[config.mk]
export PLATFORM = sky130hd
export DESIGN_NAME = loop_display_talker_listener
export DESIGN_NICKNAME = d
export VERILOG_FILES = /design/src/hdl/ldtl_pkg.sv /design/src/hdl/ldtl_frame_logic.sv /design/src/hdl/loop_display_talker_listener.sv
export SDC_FILE = /design/constraint.sdc
export NUM_CORES = 1
export LEC_CHECK = 0
export ABC_AREA = 1
export BUFFER_PORTS_ARGS = -buffer_cell sky130_fd_sc_hd__buf_4
export CORE_ASPECT_RATIO = 2
export CORE_MARGIN = 2
export CORE_UTILIZATION = 40
export CTS_CLUSTER_DIAMETER = 120
export DETAILED_ROUTE_END_ITERATION = 8
export SKIP_LAST_GASP = 1
export SLEW_MARGIN = 40
export SYNTH_ARGS = -nofsm -noshare
export SYNTH_HDL_FRONTEND = slang
export SYNTH_SLANG_ARGS = --single-unit
[constraint.sdc]
create_clock -name clk -period 3.75 [get_ports clk]
set_clock_uncertainty 0.05 [all_clocks]
set_input_delay 0.375 -clock clk [delete_from_list [all_inputs] [get_ports clk]]
set_output_delay 0.375 -clock clk [all_outputs]
set_load 0.01 [all_outputs]
[src/hdl/ldtl_pkg.sv]
// Shared types, constants and the device-ID text for the loop display talker/listener.
package ldtl_pkg;

  localparam int IdCharsDefault = 7;

  typedef enum logic [1:0] {
    ROLE_IDLE        = 2'd0,
    ROLE_LISTEN      = 2'd1,
    ROLE_TALK_ADDR   = 2'd2,
    ROLE_TALK_ACTIVE = 2'd3
  } role_t;

  typedef enum logic [1:0] {
    MODE_DEVICE      = 2'd0,
    MODE_SCOPE       = 2'd1,
    MODE_LISTEN_ONLY = 2'd2,
    MODE_DEVICE_ALT  = 2'd3
  } mode_t;

  typedef enum logic [0:0] {
    CFG_MONITOR_MODE  = 1'b0,
    CFG_DEVICE_STATUS = 1'b1
  } cfg_reg_t;

  typedef struct packed {
    role_t      role;
    logic [4:0] loop_address;
    logic       address_assigned;
    logic [2:0] id_index;
  } state_t;

  typedef struct packed {
    logic        clear_display;
    logic [7:0]  show_char;
    logic        show_char_valid;
    logic [10:0] frame_out;
  } result_t;

  localparam logic [10:0] FRAME_EOT    = 11'h540;
  localparam logic [7:0]  ACCESSORY_ID = 8'd48;
  localparam logic [4:0]  AUTO_ADDRESS = 5'd3;

  localparam logic [2:0]  CLASS_CMD = 3'd4;
  localparam logic [2:0]  CLASS_RDY = 3'd5;

  // command groups (payload bits 7..5)
  localparam logic [2:0]  GRP_UCG  = 3'd0;
  localparam logic [2:0]  GRP_LAD  = 3'd1;
  localparam logic [2:0]  GRP_TAD  = 3'd2;
  localparam logic [2:0]  GRP_MISC = 3'd4;

  localparam logic [7:0]  CMD_SDC = 8'd4;
  localparam logic [7:0]  CMD_DCL = 8'd20;
  localparam logic [4:0]  LOW_UNL = 5'd31;
  localparam logic [4:0]  LOW_IFC = 5'd16;
  localparam logic [4:0]  LOW_AAU = 5'd26;

  localparam logic [7:0]  RDY_NRD   = 8'd66;
  localparam logic [7:0]  RDY_SST   = 8'd97;
  localparam logic [7:0]  RDY_SDI   = 8'd98;
  localparam logic [7:0]  RDY_SAI   = 8'd99;
  localparam logic [7:0]  RDY_LIMIT = 8'd127;
  localparam logic [7:0]  AAD_LIMIT = 8'h9e;

  localparam logic [7:0]  CHAR_DOT = 8'h2e;
  localparam logic [7:0]  CHAR_LF  = 8'd10;
  localparam logic [7:0]  CHAR_CR  = 8'd13;
  localparam logic [7:0]  CHAR_SP  = 8'd32;

  function automatic logic [7:0] id_char(input logic [2:0] i, input logic [2:0] n);
    logic [7:0] c;
    case (i)
      3'd0:    c = 8'h44; // D
      3'd1:    c = 8'h49; // I
      3'd2:    c = 8'h53; // S
      3'd3:    c = 8'h50; // P
      3'd4:    c = 8'h4c; // L
      3'd5:    c = 8'h41; // A
      3'd6:    c = 8'h59; // Y
      default: c = 8'h00;
    endcase
    if (i >= n) c = 8'h00;
    return c;
  endfunction

endpackage

[src/hdl/ldtl_frame_logic.sv]
// Per-frame decode: role/address state update, reply frame and display actions.
module ldtl_frame_logic #(
  parameter int ID_CHARS = ldtl_pkg::IdCharsDefault
) (
  input  ldtl_pkg::mode_t   mode,
  input  logic [7:0]        device_status,
  input  ldtl_pkg::state_t  state_cur,
  input  logic [10:0]       frame,
  output ldtl_pkg::result_t result,
  output ldtl_pkg::state_t  state_next
);

  localparam logic [2:0] NumChars = 3'(ID_CHARS);

  logic [7:0] n;
  logic [4:0] low;
  logic [2:0] grp;
  logic [2:0] idx;
  logic [7:0] c;

  assign n   = frame[7:0];
  assign low = n[4:0];
  assign grp = n[7:5];

  always_comb begin
    result            = '0;
    result.frame_out  = frame;
    state_next        = state_cur;
    idx               = state_cur.id_index;
    c                 = ldtl_pkg::id_char(idx, NumChars);

    case (mode)
      ldtl_pkg::MODE_SCOPE: begin
      end
      ldtl_pkg::MODE_LISTEN_ONLY: begin
        if (!frame[10]) begin
          result.show_char_valid = 1'b1;
          if (n == ldtl_pkg::CHAR_LF || n == ldtl_pkg::CHAR_CR ||
              (n >= ldtl_pkg::CHAR_SP && n <= ldtl_pkg::RDY_LIMIT)) begin
            result.show_char = n;
          end else begin
            result.show_char = ldtl_pkg::CHAR_DOT;
          end
        end
      end
      default: begin
        if (!frame[10]) begin
          if (state_cur.role[0]) begin
            if (state_cur.role[1]) begin
              if (idx != 3'd0) begin
                result.frame_out = {3'b000, c};
                idx = (c == 8'h00) ? 3'd0 : idx + 3'd1;
              end
              if (idx == 3'd0) begin
                result.frame_out = ldtl_pkg::FRAME_EOT;
                state_next.role  = ldtl_pkg::ROLE_TALK_ADDR;
              end
              state_next.id_index = idx;
            end else begin
              result.show_char_valid = 1'b1;
              result.show_char       = n;
            end
          end
        end else if (frame[10:8] == ldtl_pkg::CLASS_CMD) begin
          case (grp)
            ldtl_pkg::GRP_UCG: begin
              if (n == ldtl_pkg::CMD_SDC) begin
                result.clear_display = state_cur.role[0];
              end else if (n == ldtl_pkg::CMD_DCL) begin
                result.clear_display = 1'b1;
              end
            end
            ldtl_pkg::GRP_LAD: begin
              if (low == ldtl_pkg::LOW_UNL) begin
                if (!state_cur.role[1]) state_next.role = ldtl_pkg::ROLE_IDLE;
              end else if (low == state_cur.loop_address) begin
                state_next.role = ldtl_pkg::ROLE_LISTEN;
              end
            end
            ldtl_pkg::GRP_TAD: begin
              if (low == state_cur.loop_address) begin
                state_next.role = ldtl_pkg::ROLE_TALK_ADDR;
              end else if (state_cur.role[1]) begin
                state_next.role = ldtl_pkg::ROLE_IDLE;
              end
            end
            ldtl_pkg::GRP_MISC: begin
              if (low == ldtl_pkg::LOW_IFC) begin
                state_next.role = ldtl_pkg::ROLE_IDLE;
              end else if (low == ldtl_pkg::LOW_AAU) begin
                state_next.loop_address     = ldtl_pkg::AUTO_ADDRESS;
                state_next.address_assigned = 1'b0;
              end
            end
            default: begin
            end
          endcase
        end else if (frame[10:8] == ldtl_pkg::CLASS_RDY) begin
          if (n <= ldtl_pkg::RDY_LIMIT) begin
            if (state_cur.role[1]) begin
              case (n)
                ldtl_pkg::RDY_NRD: state_next.id_index = 3'd0;
                ldtl_pkg::RDY_SST: begin
                  result.frame_out = {3'b000, device_status};
                  state_next.role  = ldtl_pkg::ROLE_TALK_ACTIVE;
                end
                ldtl_pkg::RDY_SDI: begin
                  result.frame_out    = {3'b000, ldtl_pkg::id_char(3'd0, NumChars)};
                  state_next.id_index = 3'd1;
                  state_next.role     = ldtl_pkg::ROLE_TALK_ACTIVE;
                end
                ldtl_pkg::RDY_SAI: begin
                  result.frame_out = {3'b000, ldtl_pkg::ACCESSORY_ID};
                  state_next.role  = ldtl_pkg::ROLE_TALK_ACTIVE;
                end
                default: begin
                end
              endcase
            end
          end else if (n < ldtl_pkg::AAD_LIMIT) begin
            if (!state_cur.address_assigned) begin
              state_next.loop_address     = low;
              state_next.address_assigned = 1'b1;
              result.frame_out            = frame + 11'd1;
            end
          end
        end
      end
    endcase
  end

endmodule

[src/hdl/loop_display_talker_listener.sv]
// Top level: config registers, input register, frame logic, result register.
// A word is taken into the input register, then moves on to the result register.
// One word per cycle unless the output stalls; the role/address state
// updates as a word moves from the input register to the result register.
// Reset (rst, synchronous): both registers empty, role idle, address 0,
// unassigned, ID index 0, monitor_mode and device_status 0.
module loop_display_talker_listener #(
  parameter int ID_CHARS = ldtl_pkg::IdCharsDefault
) (
  input  logic        clk,
  input  logic        rst,
  input  logic        s_axis_tvalid,
  output logic        s_axis_tready,
  input  logic [15:0] s_axis_tdata,  // [10:0] frame_in, [15:11] zero
  output logic        m_axis_tvalid,
  input  logic        m_axis_tready,
  output logic [23:0] m_axis_tdata,  // [10:0] frame_out, [11] show_char_valid,
                                     // [19:12] show_char, [20] clear_display, [23:21] zero
  input  logic        cfg_valid,
  output logic        cfg_ready,
  input  logic        cfg_index,
  input  logic [7:0]  cfg_data
);

  ldtl_pkg::mode_t   monitor_mode;
  logic [7:0]        device_status;
  ldtl_pkg::state_t  state;
  ldtl_pkg::state_t  state_next;
  ldtl_pkg::result_t result_next;
  ldtl_pkg::result_t result;
  logic              in_valid;
  logic [10:0]       in_frame;
  logic              out_valid;
  logic              advance;

  assign cfg_ready     = 1'b1;
  assign advance       = !out_valid || m_axis_tready;
  assign s_axis_tready = !in_valid || advance;
  assign m_axis_tvalid = out_valid;
  assign m_axis_tdata  = {3'b000, result};

  always_ff @(posedge clk) begin
    if (rst) begin
      monitor_mode  <= ldtl_pkg::MODE_DEVICE;
      device_status <= 8'h00;
    end else if (cfg_valid && cfg_ready) begin
      case (cfg_index)
        ldtl_pkg::CFG_MONITOR_MODE:  monitor_mode  <= ldtl_pkg::mode_t'(cfg_data[1:0]);
        ldtl_pkg::CFG_DEVICE_STATUS: device_status <= cfg_data;
        default: begin
        end
      endcase
    end
  end

  always_ff @(posedge clk) begin
    if (rst) begin
      in_valid <= 1'b0;
    end else if (s_axis_tready) begin
      in_valid <= s_axis_tvalid;
    end
    if (s_axis_tvalid && s_axis_tready) begin
      in_frame <= s_axis_tdata[10:0];
    end
  end

  ldtl_frame_logic #(
    .ID_CHARS(ID_CHARS)
  ) u_frame_logic (
    .mode         (monitor_mode),
    .device_status(device_status),
    .state_cur    (state),
    .frame        (in_frame),
    .result       (result_next),
    .state_next   (state_next)
  );

  always_ff @(posedge clk) begin
    if (rst) begin
      out_valid <= 1'b0;
      state     <= '0;
    end else if (advance) begin
      out_valid <= in_valid;
      if (in_valid) begin
        state <= state_next;
      end
    end
    if (advance && in_valid) begin
      result <= result_next;
    end
  end

  a_stall_only_on_full: assert property (@(posedge clk) disable iff (rst)
    !s_axis_tready |-> (in_valid && out_valid && !m_axis_tready))
    else $error("input stalled while a stage is free");

  a_show_zero: assert property (@(posedge clk) disable iff (rst)
    (m_axis_tvalid && !m_axis_tdata[11]) |-> (m_axis_tdata[19:12] == 8'h00))
    else $error("show_char nonzero without show_char_valid");

  a_assigned_range: assert property (@(posedge clk) disable iff (rst)
    state.address_assigned |-> (state.loop_address <= 5'd29))
    else $error("assigned loop address out of range");

  a_state_holds: assert property (@(posedge clk) disable iff (rst)
    !(advance && in_valid) |=> $stable(state))
    else $error("state changed with no word moving");

endmodule

# [Word-level counts from Yosys, hierarchy flattened]
# Cells that the tools add are included.
[totals] regBits=55 output_inout_bits=27
[op_classes] eq_ne=44 addsub=2 magnitude_cmp=4 n_reduce_logical=28 bitwise_logic=5 mux=57
[op_table] cell="$mux 11" n=11
[op_table] cell="$pmux 7 s7" n=1
[op_table] cell="$mux 3" n=12
[op_table] cell="$mux 6" n=6
[op_table] cell="$pmux 11 s3" n=1
[op_table] cell="$eq 8x7->1 const B" n=4
[op_table] cell="$mux 9" n=3
[op_table] cell="$mux 2" n=10
[op_table] cell="$mux 20" n=1
[op_table] cell="$reduce_and 10->1" n=2
[op_table] cell="$eq 3x3->1 const B" n=6
[op_table] cell="$pmux 9 s2" n=1
[op_table] cell="$eq 8x4->1 const B" n=2
[op_table] cell="$mux 8" n=2
[op_table] cell="$eq 5x5->1 const B" n=3
[op_table] cell="$ne 5x5->1 const B" n=3
[op_table] cell="$reduce_and 12->1" n=1
[op_table] cell="$add 11x1->11 const B" n=1
[op_table] cell="$reduce_and 11->1" n=1
[op_table] cell="$mux 10" n=1
[op_table] cell="$eq 3x2->1 const B" n=3
[op_table] cell="$logic_not 3->1" n=3
[op_table] cell="$ne 3x1->1 const B" n=3
[op_table] cell="$ne 3x2->1 const B" n=3
[op_table] cell="other kinds (31)" n=56

# [Depth between registers and ports, before layout]
# Gate-level depths: netlist of run 1.
[depth] word_depth=16 mapped_depth=15 mapped_depth_nobuf=15

# [Modules after synthesis]
# Synthesis of run 1 repeated with hierarchy kept, for this count alone.
[unflattened] cells_unflattened=522 area_unflattened_um2=3688.5
[by_module_without_submodules] module="loop_display_talker_listener" seq_area_each_um2=1421.4 cells_per_inst=168 instances=1 area_per_inst_um2=1940.6
[by_module_without_submodules] module="ldtl_frame_logic" seq_area_each_um2=0.0 cells_per_inst=354 instances=1 area_per_inst_um2=1747.9

# [Worst setup path after synthesis of run 1]
# Ideal clock, no wire load.
[synth_timing] path_kind="register -> register" start="register in_frame[0]" end="register result (netlist bit m_axis_tdata[0]) (data pin)" period_less_slack_ns=1.890 path_stages_with_launch=15 setup_slack_ns=1.860 arrival_ns=1.587 n_path_buf=1 path_cell_list="edfxtp_1 -> clkbuf_1 -> inv_1 -> ha_1 -> inv_1 -> nor2_1 -> nand2_1 -> nand3_2 -> nand2_2 -> nand2_2 -> nand3_2 -> nand2_1 -> nand2_1 -> nand3_1 -> nand2_1"
[synth_rtl] item="start, declared" line_no="loop_display_talker_listener.sv:32" text="logic [10:0] in_frame;"
[synth_rtl] item="start signal, assigned" line_no="loop_display_talker_listener.sv:63" text="in_frame <= s_axis_tdata[10:0];"
[synth_rtl] item="end signal, assigned" line_no="loop_display_talker_listener.sv:89" text="result <= result_next;"
[synth_rtl] item="end, declared" line_no="loop_display_talker_listener.sv:30" text="ldtl_pkg::result_t result;"

==> results.md, run 1 <==
* Critical path data required time at 3.75 ns
* Die X at 70.50 um
* ANT cells at 0
* Worst-path clk slew at 0.07 ns
* Fmax achieved at 382.8 MHz
* Commonest non-fill, non-tap cell in the layout: nand2_1
* Final setup viols at 0
* RSZ-0062 raised after global routing: no
* Sequential area share after synthesis at 40.18%
* DR WL/cell at 15.70 um
* Worst vdd ir at 0.0002662 V
* Worst Tran Pin Value at 0.7531 ns
* # DRC at 0
* Final setup TNS at 0 ns
* Power Dens Cells at 332.7 nW/um^2
* Worst Hold Class: in2reg
* Clk_lat worst skew at 0.29 ns
* CTS Sinks at 55
* Sw Ratio at 25.81%
* Critical path class: reg2reg
* Synth unique cells at 43
* Die height at 137.0 um
* Rows at 48
* Most Frequent Cell on Critical Path: nand2_1
* Clock network fraction of design power at 33.3%
* Critical path's slowest cell: edfxtp_1
* Seq pwr share at 52.4%
* Starting DRT DRC Count at 276
* IO Count at 57
* Final Slew Violations at 0
* I/O Buffers at 47
* Critical path, cell by cell: inv_1 -> nor2_2 -> o21ai_0 -> a21oi_1 -> o211ai_1 -> nand2_1 -> nand2_1 -> nand2_1 -> nand2_1
* Overflow after GRT at 0
* Die area at 9657 sq um
* Final Hold Vio Count at 0
* Clock root cell: clkbuf_16
* Global-route wire length before repair at 15.51 mm
* H-tree levels at 2
* Layout cells sized above 1 at 18.91%
* Cell Area, Placed at 3900 sq um
* Synth Register Bits at 55
* Detailed placement HPWL at 7.765 mm
* HP Start: s_axis_tdata[6]
* TritonRoute pass-1 iters at 5
* Antenna viol nets, final at 0
* Setup crit start: in_frame[10]
* Syn Area/Cell at 7.447 sq um
* Design area at 4036 sq um
* FFs w/ async S/R, synth at 0%
* Max clock buf depth at 2
* Worst Setup End Kind: flip-flop
* Crit path DAT at 2.62 ns
* Max_slew headroom at 49.79%
* Maxcap violations at 0
* GRT Resource Usage Total at 21.01%
* CP startpoint kind: flip-flop
* Area of the multi-input gates at 1765 sq um
* Global placer's final weighted congestion at 0.9313
* CTS tree: built
* Antenna violations before repair at 0
* Main synth FF type: edfxtp_1
* Vias after detailed routing at 3251
* Reg area at 1421 sq um
* Cts repair resizes at 0
* Synth Cell Area at 3537 sq um
* Drt total wl at 9.625 mm
* Run status: complete, no violations
* Yosys warns at 0
* Fin nets at 554
* Worst-path maximum fanout at 19
* Commonest cells after routing, fill and taps aside: nand2_1, nor2_1, inv_1, buf_4, a21oi_1
* Starting density of the core at 41.19%
* Total CTS buffers at 5
* Vias in the first global route at 3215
* Tcrit/Tclk final at 69.66%
* Logic pwr share at 14.3%
* Design Power at 1.343 mW
* Cts-stage hold buffer count at 0
* Pin count of the biggest net entering global routing at 22
* Area grow syn2layout at 14.11%
* Instance count of the mapped netlist at 475
* Crit-path max cell delay at 0.78 ns
* Number of flops mapped to enable cells by yosys at 32
* Core ar. at 8588 sq um
* Psw at 0.3465 mW
* Post-CTS setup buffers at 0
* DR vias/cell at 5.303
* Internal power at 0.9962 mW
* Leakage power at 1.738 nW
* Min Tclk post-route at 2.612 ns
* Fillers at 925
* Worst r2r src: in_frame[10]
==> metrics by stage <==
| step | hold WS, ns | std cells | utilization, % | setup slack (ns) |
|---|---|---|---|---|
| final | 0.2021 | 613 | 47.00 | 1.138 |
| after detailed placement | 0.4241 | 605 | 45.41 | 1.192 |
| after global placement | 0.4166 | 605 | 45.41 | 1.188 |
| after CTS | 0.1988 | 613 | 47.00 | 1.182 |
| after floorplan | 0.4011 | 477 | - | 1.860 |
| after global routing | 0.1952 | 613 | 47.00 | 0.8542 |
==> flip-flops by register name (all words and copies together) (netlist names) <==
register,cells
m_axis_tdata,21
in_frame,11
state,11
device_status,8
monitor_mode,2
in_valid,1
m_axis_tvalid,1
==> per-layer routing <==
metal | GRT usage (%) | vias to the layer above | wire, um
li1 | - | 1632 | -
met1 | 21.15 | 1469 | 3397
met2 | 38.73 | 112 | 5202
met3 | 2.209 | 38 | 325
met4 | 15.92 | 0 | 699
met5 | 0 | - | 0
==> Yosys cell counts, types with 2 or more instances <==
| cell type | count | area [sq um] |
|---|---|---|
| buf_4 | 9 | 67.56 |
| inv_1 | 49 | 183.9 |
| nand3_2 | 4 | 40.04 |
| dfxtp_1 | 23 | 460.4 |
| nand2_1 | 108 | 405.4 |
| inv_2 | 9 | 33.78 |
| buf_6 | 2 | 22.52 |
| or2_2 | 2 | 12.51 |
| o21ai_1 | 4 | 20.02 |
| nand4_1 | 6 | 37.54 |
| conb_1 | 2 | 7.510 |
| clkbuf_1 | 4 | 15.01 |
| nor2_2 | 7 | 43.79 |
| nor2_4 | 4 | 45.04 |
| a21oi_1 | 38 | 190.2 |
| nor3_1 | 6 | 30.03 |
| a41oi_1 | 2 | 17.52 |
| xnor2_1 | 3 | 26.28 |
| o21ai_0 | 30 | 150.1 |
| a31oi_1 | 3 | 18.77 |
| ha_1 | 12 | 150.1 |
| nand2_2 | 12 | 75.07 |
| edfxtp_1 | 32 | 960.9 |
| a211oi_1 | 2 | 15.01 |
| o211ai_1 | 2 | 15.01 |
| buf_2 | 5 | 25.02 |
| nand3_1 | 25 | 125.1 |
| nor2_1 | 54 | 202.7 |
| o22ai_1 | 2 | 12.51 |
==> path summary, 6_finish.rpt <==
check,end,slack (ns),cells after the start
setup / recovery,m_axis_tdata[4],1.14,9
hold / removal,in_frame[6],0.20,1
setup reg to reg,m_axis_tdata[4],1.14,9
hold reg to reg,state[4],0.43,2
==> critical path, delay by kind of cell, from the launching register on <==
kind	cells	cell delay [ns]
simple gates	5	0.66
buf+inv	1	0.40
compound gates	3	0.49
flops	1	0.78
==> final cells by class <==
type / instances / area share [%]
Clock buffer: 8 / 3.379
Tap cell: 100 / 3.100
Sequential cell: 55 / 35.21
Multi-Input combinational cell: 342 / 43.74
Timing Repair Buffer: 48 / 8.927
Inverter: 60 / 5.642
==> logic make-up (layout without fill, tap and decap cells) <==
family / Yosys count / in the layout / synth area share (%)
DFF: 55 / 55 / 40.18
and+or+nand+nor: 234 / 234 / 30.49
AOI/OAI and AO/OA: 89 / 89 / 14.01
adders and majority gates: 12 / 12 / 4.245
buffers and inverters: 80 / 116 / 10.12
xor gates and xnor gates: 3 / 3 / 0.7430
other: 2 / 4 / 0.2123
==> power groups by stage <==
| stage | logic [mW] | registers (mW) | clock network (mW) |
|---|---|---|---|
| 2_1_floorplan | 0.130 | 0.705 | 0 |
| 3_3_place_gp | 0.190 | 0.716 | 0 |
| 3_5_place_dp | 0.192 | 0.717 | 0 |
| 4_1_cts | 0.193 | 0.704 | 0.457 |
| 5_1_grt | 0.216 | 0.707 | 0.477 |
| 6_report | 0.192 | 0.704 | 0.447 |
Power figures use the tool's default switching activity.
==> run 2: changes to the inputs <==
Settings changed: ABC_AREA 1 to 0.
Clock period 3.75 ns to 2.3 ns, I/O delays scaled along.
==> run 2 against run 1 <==
Effect of this change:
- clock power rose by 72%
- maximum frequency rose by 17%
- critical endpoint is now m_axis_tdata[0]
- setup slack got worse by 1.1 ns
- register-to-register slack got worse by 1.1 ns
- largest cell class unchanged
- first-iteration DRC count fell by 43%
- via count fell by 4.7%
- sequential cell count did not move
- sequential power rose by 59%
- cell area rose by 8.0%
==> results.md, run 2 <==
* Main synth FF type: edfxtp_1 (unchanged)
* Fmax achieved at 448.3 MHz (was 382.8 MHz)
* Maxcap violations at 0 (unchanged)
* Antenna violations before repair at 0 (unchanged)
* Area grow syn2layout at 30.63% (was 14.11%)
* Count leader, synth: nand2_1 (unchanged)
* CP startpoint kind: flip-flop (unchanged)
* Worst vdd ir at 0.0005549 V (was 0.0002662 V)
* I/O Buffers at 47 (unchanged)
* Worst-path maximum fanout at 4 (was 19)
* RSZ-0062 raised after global routing: yes (was no)
* Yosys warns at 0 (unchanged)
* Antenna viol nets, final at 0 (unchanged)
* Fillers at 793 (was 925)
* Core ar. at 8174 sq um (was 8588 sq um)
* Largest register FFs at 21 (unchanged)
* Final Slew Violations at 0 (unchanged)
* Synth Cell Area at 3337 sq um (was 3537 sq um)
* Instance count of the mapped netlist at 358 (was 475)
* Layout cells sized above 1 at 33.26% (was 18.91%)
* FFs w/ async S/R, synth at 0% (unchanged)
* TritonRoute pass-1 iters at 4 (was 5)
* Worst Hold Class: in2reg (unchanged)
* ANT cells at 0 (unchanged)
* Detailed placement HPWL at 7.783 mm (was 7.765 mm)
* Leading area contributor after synthesis: edfxtp_1 (unchanged)
* Synth unique cells at 73 (was 43)
* CTS tree: built (unchanged)
* Commonest cells after routing, fill and taps aside: buf_4, nand2_1, edfxtp_1, nor2_1, a21oi_1 (was nand2_1, nor2_1, inv_1, buf_4, a21oi_1)
* # DRC at 0 (unchanged)
* Crit-path max cell delay at 0.45 ns (was 0.78 ns)
* Max clock buf depth at 2 (unchanged)
* Tcrit/Tclk final at 97.00% (was 69.66%)
* Critical path's slowest cell: edfxtp_1 (unchanged)
* Cells taking the most area after synthesis: edfxtp_1, dfxtp_1, a21oi_1 (was edfxtp_1, dfxtp_1, nand2_1)
* Synth Register Bits at 55 (unchanged)
* Design Power at 2.219 mW (was 1.343 mW)
* Sequential area share after synthesis at 42.59% (was 40.18%)
* Clock root cell: clkbuf_16 (unchanged)
* Design area at 4359 sq um (was 4036 sq um)
* Starting density of the core at 40.82% (was 41.19%)
* Run status: complete, no violations (unchanged)
* Final Hold Vio Count at 0 (unchanged)
* Drt total wl at 9.858 mm (was 9.625 mm)
* Die area at 9133 sq um (was 9657 sq um)
* Syn Area/Cell at 9.321 sq um (was 7.447 sq um)
* DR WL/cell at 18.05 um (was 15.70 um)
* Post-synth top area share at 28.80% (was 27.17%)
* Critical path data required time at 2.42 ns (was 3.75 ns)
* Die height at 133.2 um (was 137.0 um)
* Cell Area, Placed at 4104 sq um (was 3900 sq um)
* GRT Resource Usage Total at 22.85% (was 21.01%)
* Die X at 68.59 um (was 70.50 um)
* Min Tclk post-route at 2.231 ns (was 2.612 ns)
* H-tree levels at 2 (unchanged)
* Number of flops mapped to enable cells by yosys at 32 (unchanged)
* Global-route wire length before repair at 15.31 mm (was 15.51 mm)
* PnR worst setup slack at 0.06911 ns (was 1.138 ns)
* Rows at 47 (was 48)
* Commonest non-fill, non-tap cell in the layout: buf_4 (was nand2_1)
* Commonest cells in the netlist: nand2_1, edfxtp_1, a21oi_1, nor2_1, dfxtp_1 (was nand2_1, nor2_1, inv_1, a21oi_1, edfxtp_1)
* Vias in the first global route at 3064 (was 3215)
* Fin nets at 489 (was 554)
* Worst-path clk slew at 0.07 ns (about the same)
* Global placer's final weighted congestion at 0.9240 (was 0.9313)
* Pin count of the biggest net entering global routing at 24 (was 22)
* Vias after detailed routing at 3098 (was 3251)
* IO Count at 57 (unchanged)
* DR vias/cell at 5.674 (was 5.303)
* Power Dens Cells at 509.1 nW/um^2 (was 332.7 nW/um^2)
* Pre-CTS WS at -0.05128 ns (was 1.192 ns)
* Crit path DAT at 2.35 ns (was 2.62 ns)
* Critical path class: reg2reg (unchanged)
* Overflow after GRT at 0 (unchanged)
* Starting DRT DRC Count at 157 (was 276)
* CTS Sinks at 55 (unchanged)
* Final setup viols at 0 (unchanged)
* Total CTS buffers at 5 (unchanged)
* Leakage power at 1.683 nW (was 1.738 nW)
* Clk_lat worst skew at 0.30 ns (was 0.29 ns)
* Critical path, cell by cell: ha_1 -> buf_4 -> or3_1 -> and3_4 -> or2_2 -> a21oi_1 -> o31a_1 (was inv_1 -> nor2_2 -> o21ai_0 -> a21oi_1 -> o211ai_1 -> nand2_1 -> nand2_1 -> nand2_1 -> nand2_1)
* Cts-stage hold buffer count at 0 (unchanged)
* Worst Setup End Kind: flip-flop (unchanged)
-- run 2: cell count changes in the layout (fill, tap and decap cells not counted), sizes merged, moves of 5 or more --
cell    delta
a21oi      -8
and2       +6
and3       +7
buf       +55
inv       -47
nand2     -85
nand2b     +6
nand3      -9
nand4      -5
nor2      -32
nor2b     +12
o21ai     -18
-- run 2: layout make-up --
class                   instances  area [sq um]  area share, %
clock inverters                 3         26.28         0.6028
repair buffers                103         777.0          17.82
flip-flops and latches         55          1429          32.78
multi-input cells             272          1842          42.25
well taps                      98         122.6          2.813
inverters                      10         37.54         0.8611
clock buffers                   5         125.1          2.870
-- run 2: where the power goes --
group / internal (mW) / total (mW) / switching (mW)
Sequential: 1.08 / 1.12 / 0.0346
Combinational: 0.151 / 0.332 / 0.182
Clock: 0.413 / 0.770 / 0.356
Total: 1.65 / 2.22 / 0.573
-- run 2: logic make-up after synthesis --
| family | after synthesis | synth area share, % |
|---|---|---|
| simple gates | 149 | 24.00 |
| compound gates | 96 | 20.70 |
| flops | 55 | 42.59 |
| buf+inv | 33 | 4.912 |
| fa+ha+maj | 12 | 4.499 |
| xor+xnor | 7 | 1.837 |
| mux | 4 | 1.237 |
| other cells | 2 | 0.2251 |
-- run 2: path summary, 6_finish.rpt --
kind                         start          endpoint  slack (ns)  depth (start not counted)
setup / recovery       in_frame[0]   m_axis_tdata[0]        0.07                          7
hold / removal     s_axis_tdata[6]       in_frame[6]        0.05                          1
setup reg to reg       in_frame[0]   m_axis_tdata[0]        0.07                          7
hold reg to reg   device_status[2]  device_status[2]        0.41                          2
-- run 2: stage by stage --
step           hold slack [ns]  utilization (%)  cells  TNS (ns)
4_1_cts                0.04659            52.29    544         0
6_report               0.05000            53.33    546         0
5_1_grt                0.04507            53.33    546  -0.05780
2_1_floorplan           0.2521                -    360         0
3_3_place_gp            0.3583            50.21    536         0
3_5_place_dp            0.3593            50.21    536  -0.07814
-- run 2: critical path, delay by kind of cell, from the launching register on --
family / cells / cell delay, ns
fa+ha+maj: 1 / 0.24
simple gates: 3 / 0.89
buf+inv: 1 / 0.15
compound gates: 2 / 0.31
flops: 1 / 0.45
-- run 2: routing by layer --
metal | share of wire (%) | GRT usage (%) | vias to the layer above
met5 | 0 | 0 | -
met4 | 8.2 | 18.11 | 0
met3 | 3.7 | 3.885 | 51
met2 | 53 | 37.98 | 99
met1 | 35 | 23.96 | 1460
li1 | - | - | 1488
-- run 2: what timing repair did --
| item | in CTS | in global routing |
|---|---|---|
| gates resized for setup | 3 | 19 |
| pin swaps | 1 | 3 |
| setup endpoints to repair | 2 | 18 |
| setup buffers | 0 | 2 |
==> run 3: changes to the inputs <==
Settings changed: RECOVER_POWER set to 50.
==> run 3 against run 2 <==
Effect of this change:
- sequential power hardly changed
- sequential cell count is the same
- clock power barely moved
- routed wire length up 0.63%
- maximum frequency is 0.31% lower
- largest cell class unchanged
==> results.md, run 3 (same netlist as run 2, synthesis figures left out) <==
* Critical path's top delay family: simple AND/OR/NAND/NOR gates (unchanged)
* M1 WL at 3.497 mm (was 3.440 mm)
* Antenna viol nets, final at 0 (unchanged)
* Pin count of the biggest net entering global routing at 24 (unchanged)
* Fin nets at 489 (unchanged)
* DR vias/cell at 5.689 (was 5.674)
* I/O Buffers at 47 (unchanged)
* Final setup viols at 0 (unchanged)
* ANT cells at 0 (unchanged)
* Die X at 68.59 um (unchanged)
* Critical path data required time at 2.42 ns (about the same)
* Commonest non-fill, non-tap cell in the layout: buf_4 (unchanged)
* Core ar. at 8174 sq um (unchanged)
* Critical path class: reg2reg (unchanged)
* Max clock buf depth at 2 (unchanged)
* Met3 WL at 409 um (was 364 um)
* CP startpoint kind: flip-flop (unchanged)
* RSZ-0062 raised after global routing: yes (unchanged)
* Crit path DAT at 2.35 ns (about the same)
* Cts-stage hold buffer count at 0 (unchanged)
* CTS Sinks at 55 (unchanged)
* Worst Hold Class: in2reg (unchanged)
* Routed met2 length at 5.203 mm (was 5.247 mm)
* Fmax achieved at 446.9 MHz (was 448.3 MHz)
* Inst Count DP at 536 (unchanged)
* Starting DRT DRC Count at 163 (was 157)
* Power Dens Cells at 516.5 nW/um^2 (was 509.1 nW/um^2)
* Area grow syn2layout at 27.86% (was 30.63%)
* IO Count at 57 (unchanged)
* Critical path buffers and inverters at 1 (unchanged)
* Starting density of the core at 40.82% (unchanged)
* Cell Area, Placed at 4104 sq um (unchanged)
* GRT Resource Usage Total at 22.85% (unchanged)
* Worst Setup End Kind: flip-flop (unchanged)
* Final setup TNS at 0 ns (unchanged)
* Global-route wire length before repair at 15.31 mm (unchanged)
* Fillers at 823 (was 793)
* Worst-path maximum fanout at 4 (unchanged)
* Design area at 4267 sq um (was 4359 sq um)
* Final Slew Violations at 0 (unchanged)
* Critical path's slowest cell: edfxtp_1 (unchanged)
* Vias after detailed routing at 3106 (was 3098)
* Leakage power at 1.592 nW (was 1.683 nW)
* Vias in the first global route at 3064 (unchanged)
* Die area at 9133 sq um (unchanged)
* Crit-path max cell delay at 0.45 ns (about the same)
* Area of the multi-input gates at 1839 sq um (was 1842 sq um)
* Largest register FFs at 21 (unchanged)
* CTS tree: built (unchanged)
* Total CTS buffers at 5 (unchanged)
* Design Power at 2.204 mW (was 2.219 mW)
* Worst-path clk slew at 0.07 ns (about the same)
* Reg area at 1429 sq um (unchanged)
* Worst vdd ir at 0.0005268 V (was 0.0005549 V)
* Run status: complete, no violations (unchanged)
* Critical path, cell by cell: ha_1 -> buf_4 -> or3_1 -> and3_4 -> or2_2 -> a21oi_1 -> o31a_1 (unchanged)
* Clk_lat worst skew at 0.30 ns (about the same)
* Detailed placement HPWL at 7.783 mm (unchanged)
* TritonRoute pass-1 iters at 5 (was 4)
* Die height at 133.2 um (unchanged)
* Layout cells sized above 1 at 27.68% (was 33.26%)
* H-tree levels at 2 (unchanged)
* # DRC at 0 (unchanged)
* Commonest cells after routing, fill and taps aside: buf_4, nand2_1, edfxtp_1, nor2_1, a21oi_1 (unchanged)
* Clock root cell: clkbuf_16 (unchanged)
* Global placer's final weighted congestion at 0.9240 (unchanged)
* Maxcap violations at 0 (unchanged)
* Highest routed layer: met4 (unchanged)
* Finished Layout Cells at 546 (unchanged)
* Min Tclk post-route at 2.238 ns (was 2.231 ns)
* Final Hold Vio Count at 0 (unchanged)
* DR WL/cell at 18.17 um (was 18.05 um)
* Overflow after GRT at 0 (unchanged)
* Antenna violations before repair at 0 (unchanged)
* Drt total wl at 9.920 mm (was 9.858 mm)
* Rows at 47 (unchanged)
* Tcrit/Tclk final at 97.29% (was 97.00%)
run 3: stage by stage:
stage | hold slack (ns) | utilization (%) | setup WS (ns)
after floorplan | 0.2521 | - | 0.01816
after global placement | 0.3583 | 50.21 | 0.01105
after detailed placement | 0.3593 | 50.21 | -0.05128
after CTS | 0.04659 | 52.29 | 0.02022
after global routing | 0.06676 | 52.20 | -0.04408
final | 0.07101 | 52.20 | 0.06223
run 3: worst paths after layout:
path | start | to | slack (ns) | depth (start not counted)
min | s_axis_tdata[6] | in_frame[6] | 0.07 | 1
min reg2reg | device_status[2] | device_status[2] | 0.41 | 2
max | in_frame[0] | m_axis_tdata[0] | 0.06 | 7
max reg2reg | in_frame[0] | m_axis_tdata[0] | 0.06 | 7
run 3: timing repair:
action                     in CTS  in global routing
setup buffers                   0                  2
gates resized for setup         3                 19
hold endpoints to repair        0                  0
pin swaps                       1                  3
setup endpoints to repair       2                 18
run 3: power by group:
part,switching [mW],internal (mW)
Sequential,0.0345,1.08
Combinational,0.182,0.135
Clock,0.357,0.413
run 3: final cells by class:
class	instances	share of cell area [%]
inverter	10	0.8798
clock inverter	3	0.6158
clock buffer	5	2.933
timing repair buffer	103	16.10
tap	98	2.874
sequential	55	33.49
multi-input combinational	272	43.11
run 3: per-layer routing:
layer | vias to the layer above | GRT usage (%)
li1 | 1489 | -
met2 | 102 | 37.98
met4 | 0 | 18.11
met5 | - | 0
met3 | 49 | 3.885
met1 | 1466 | 23.96
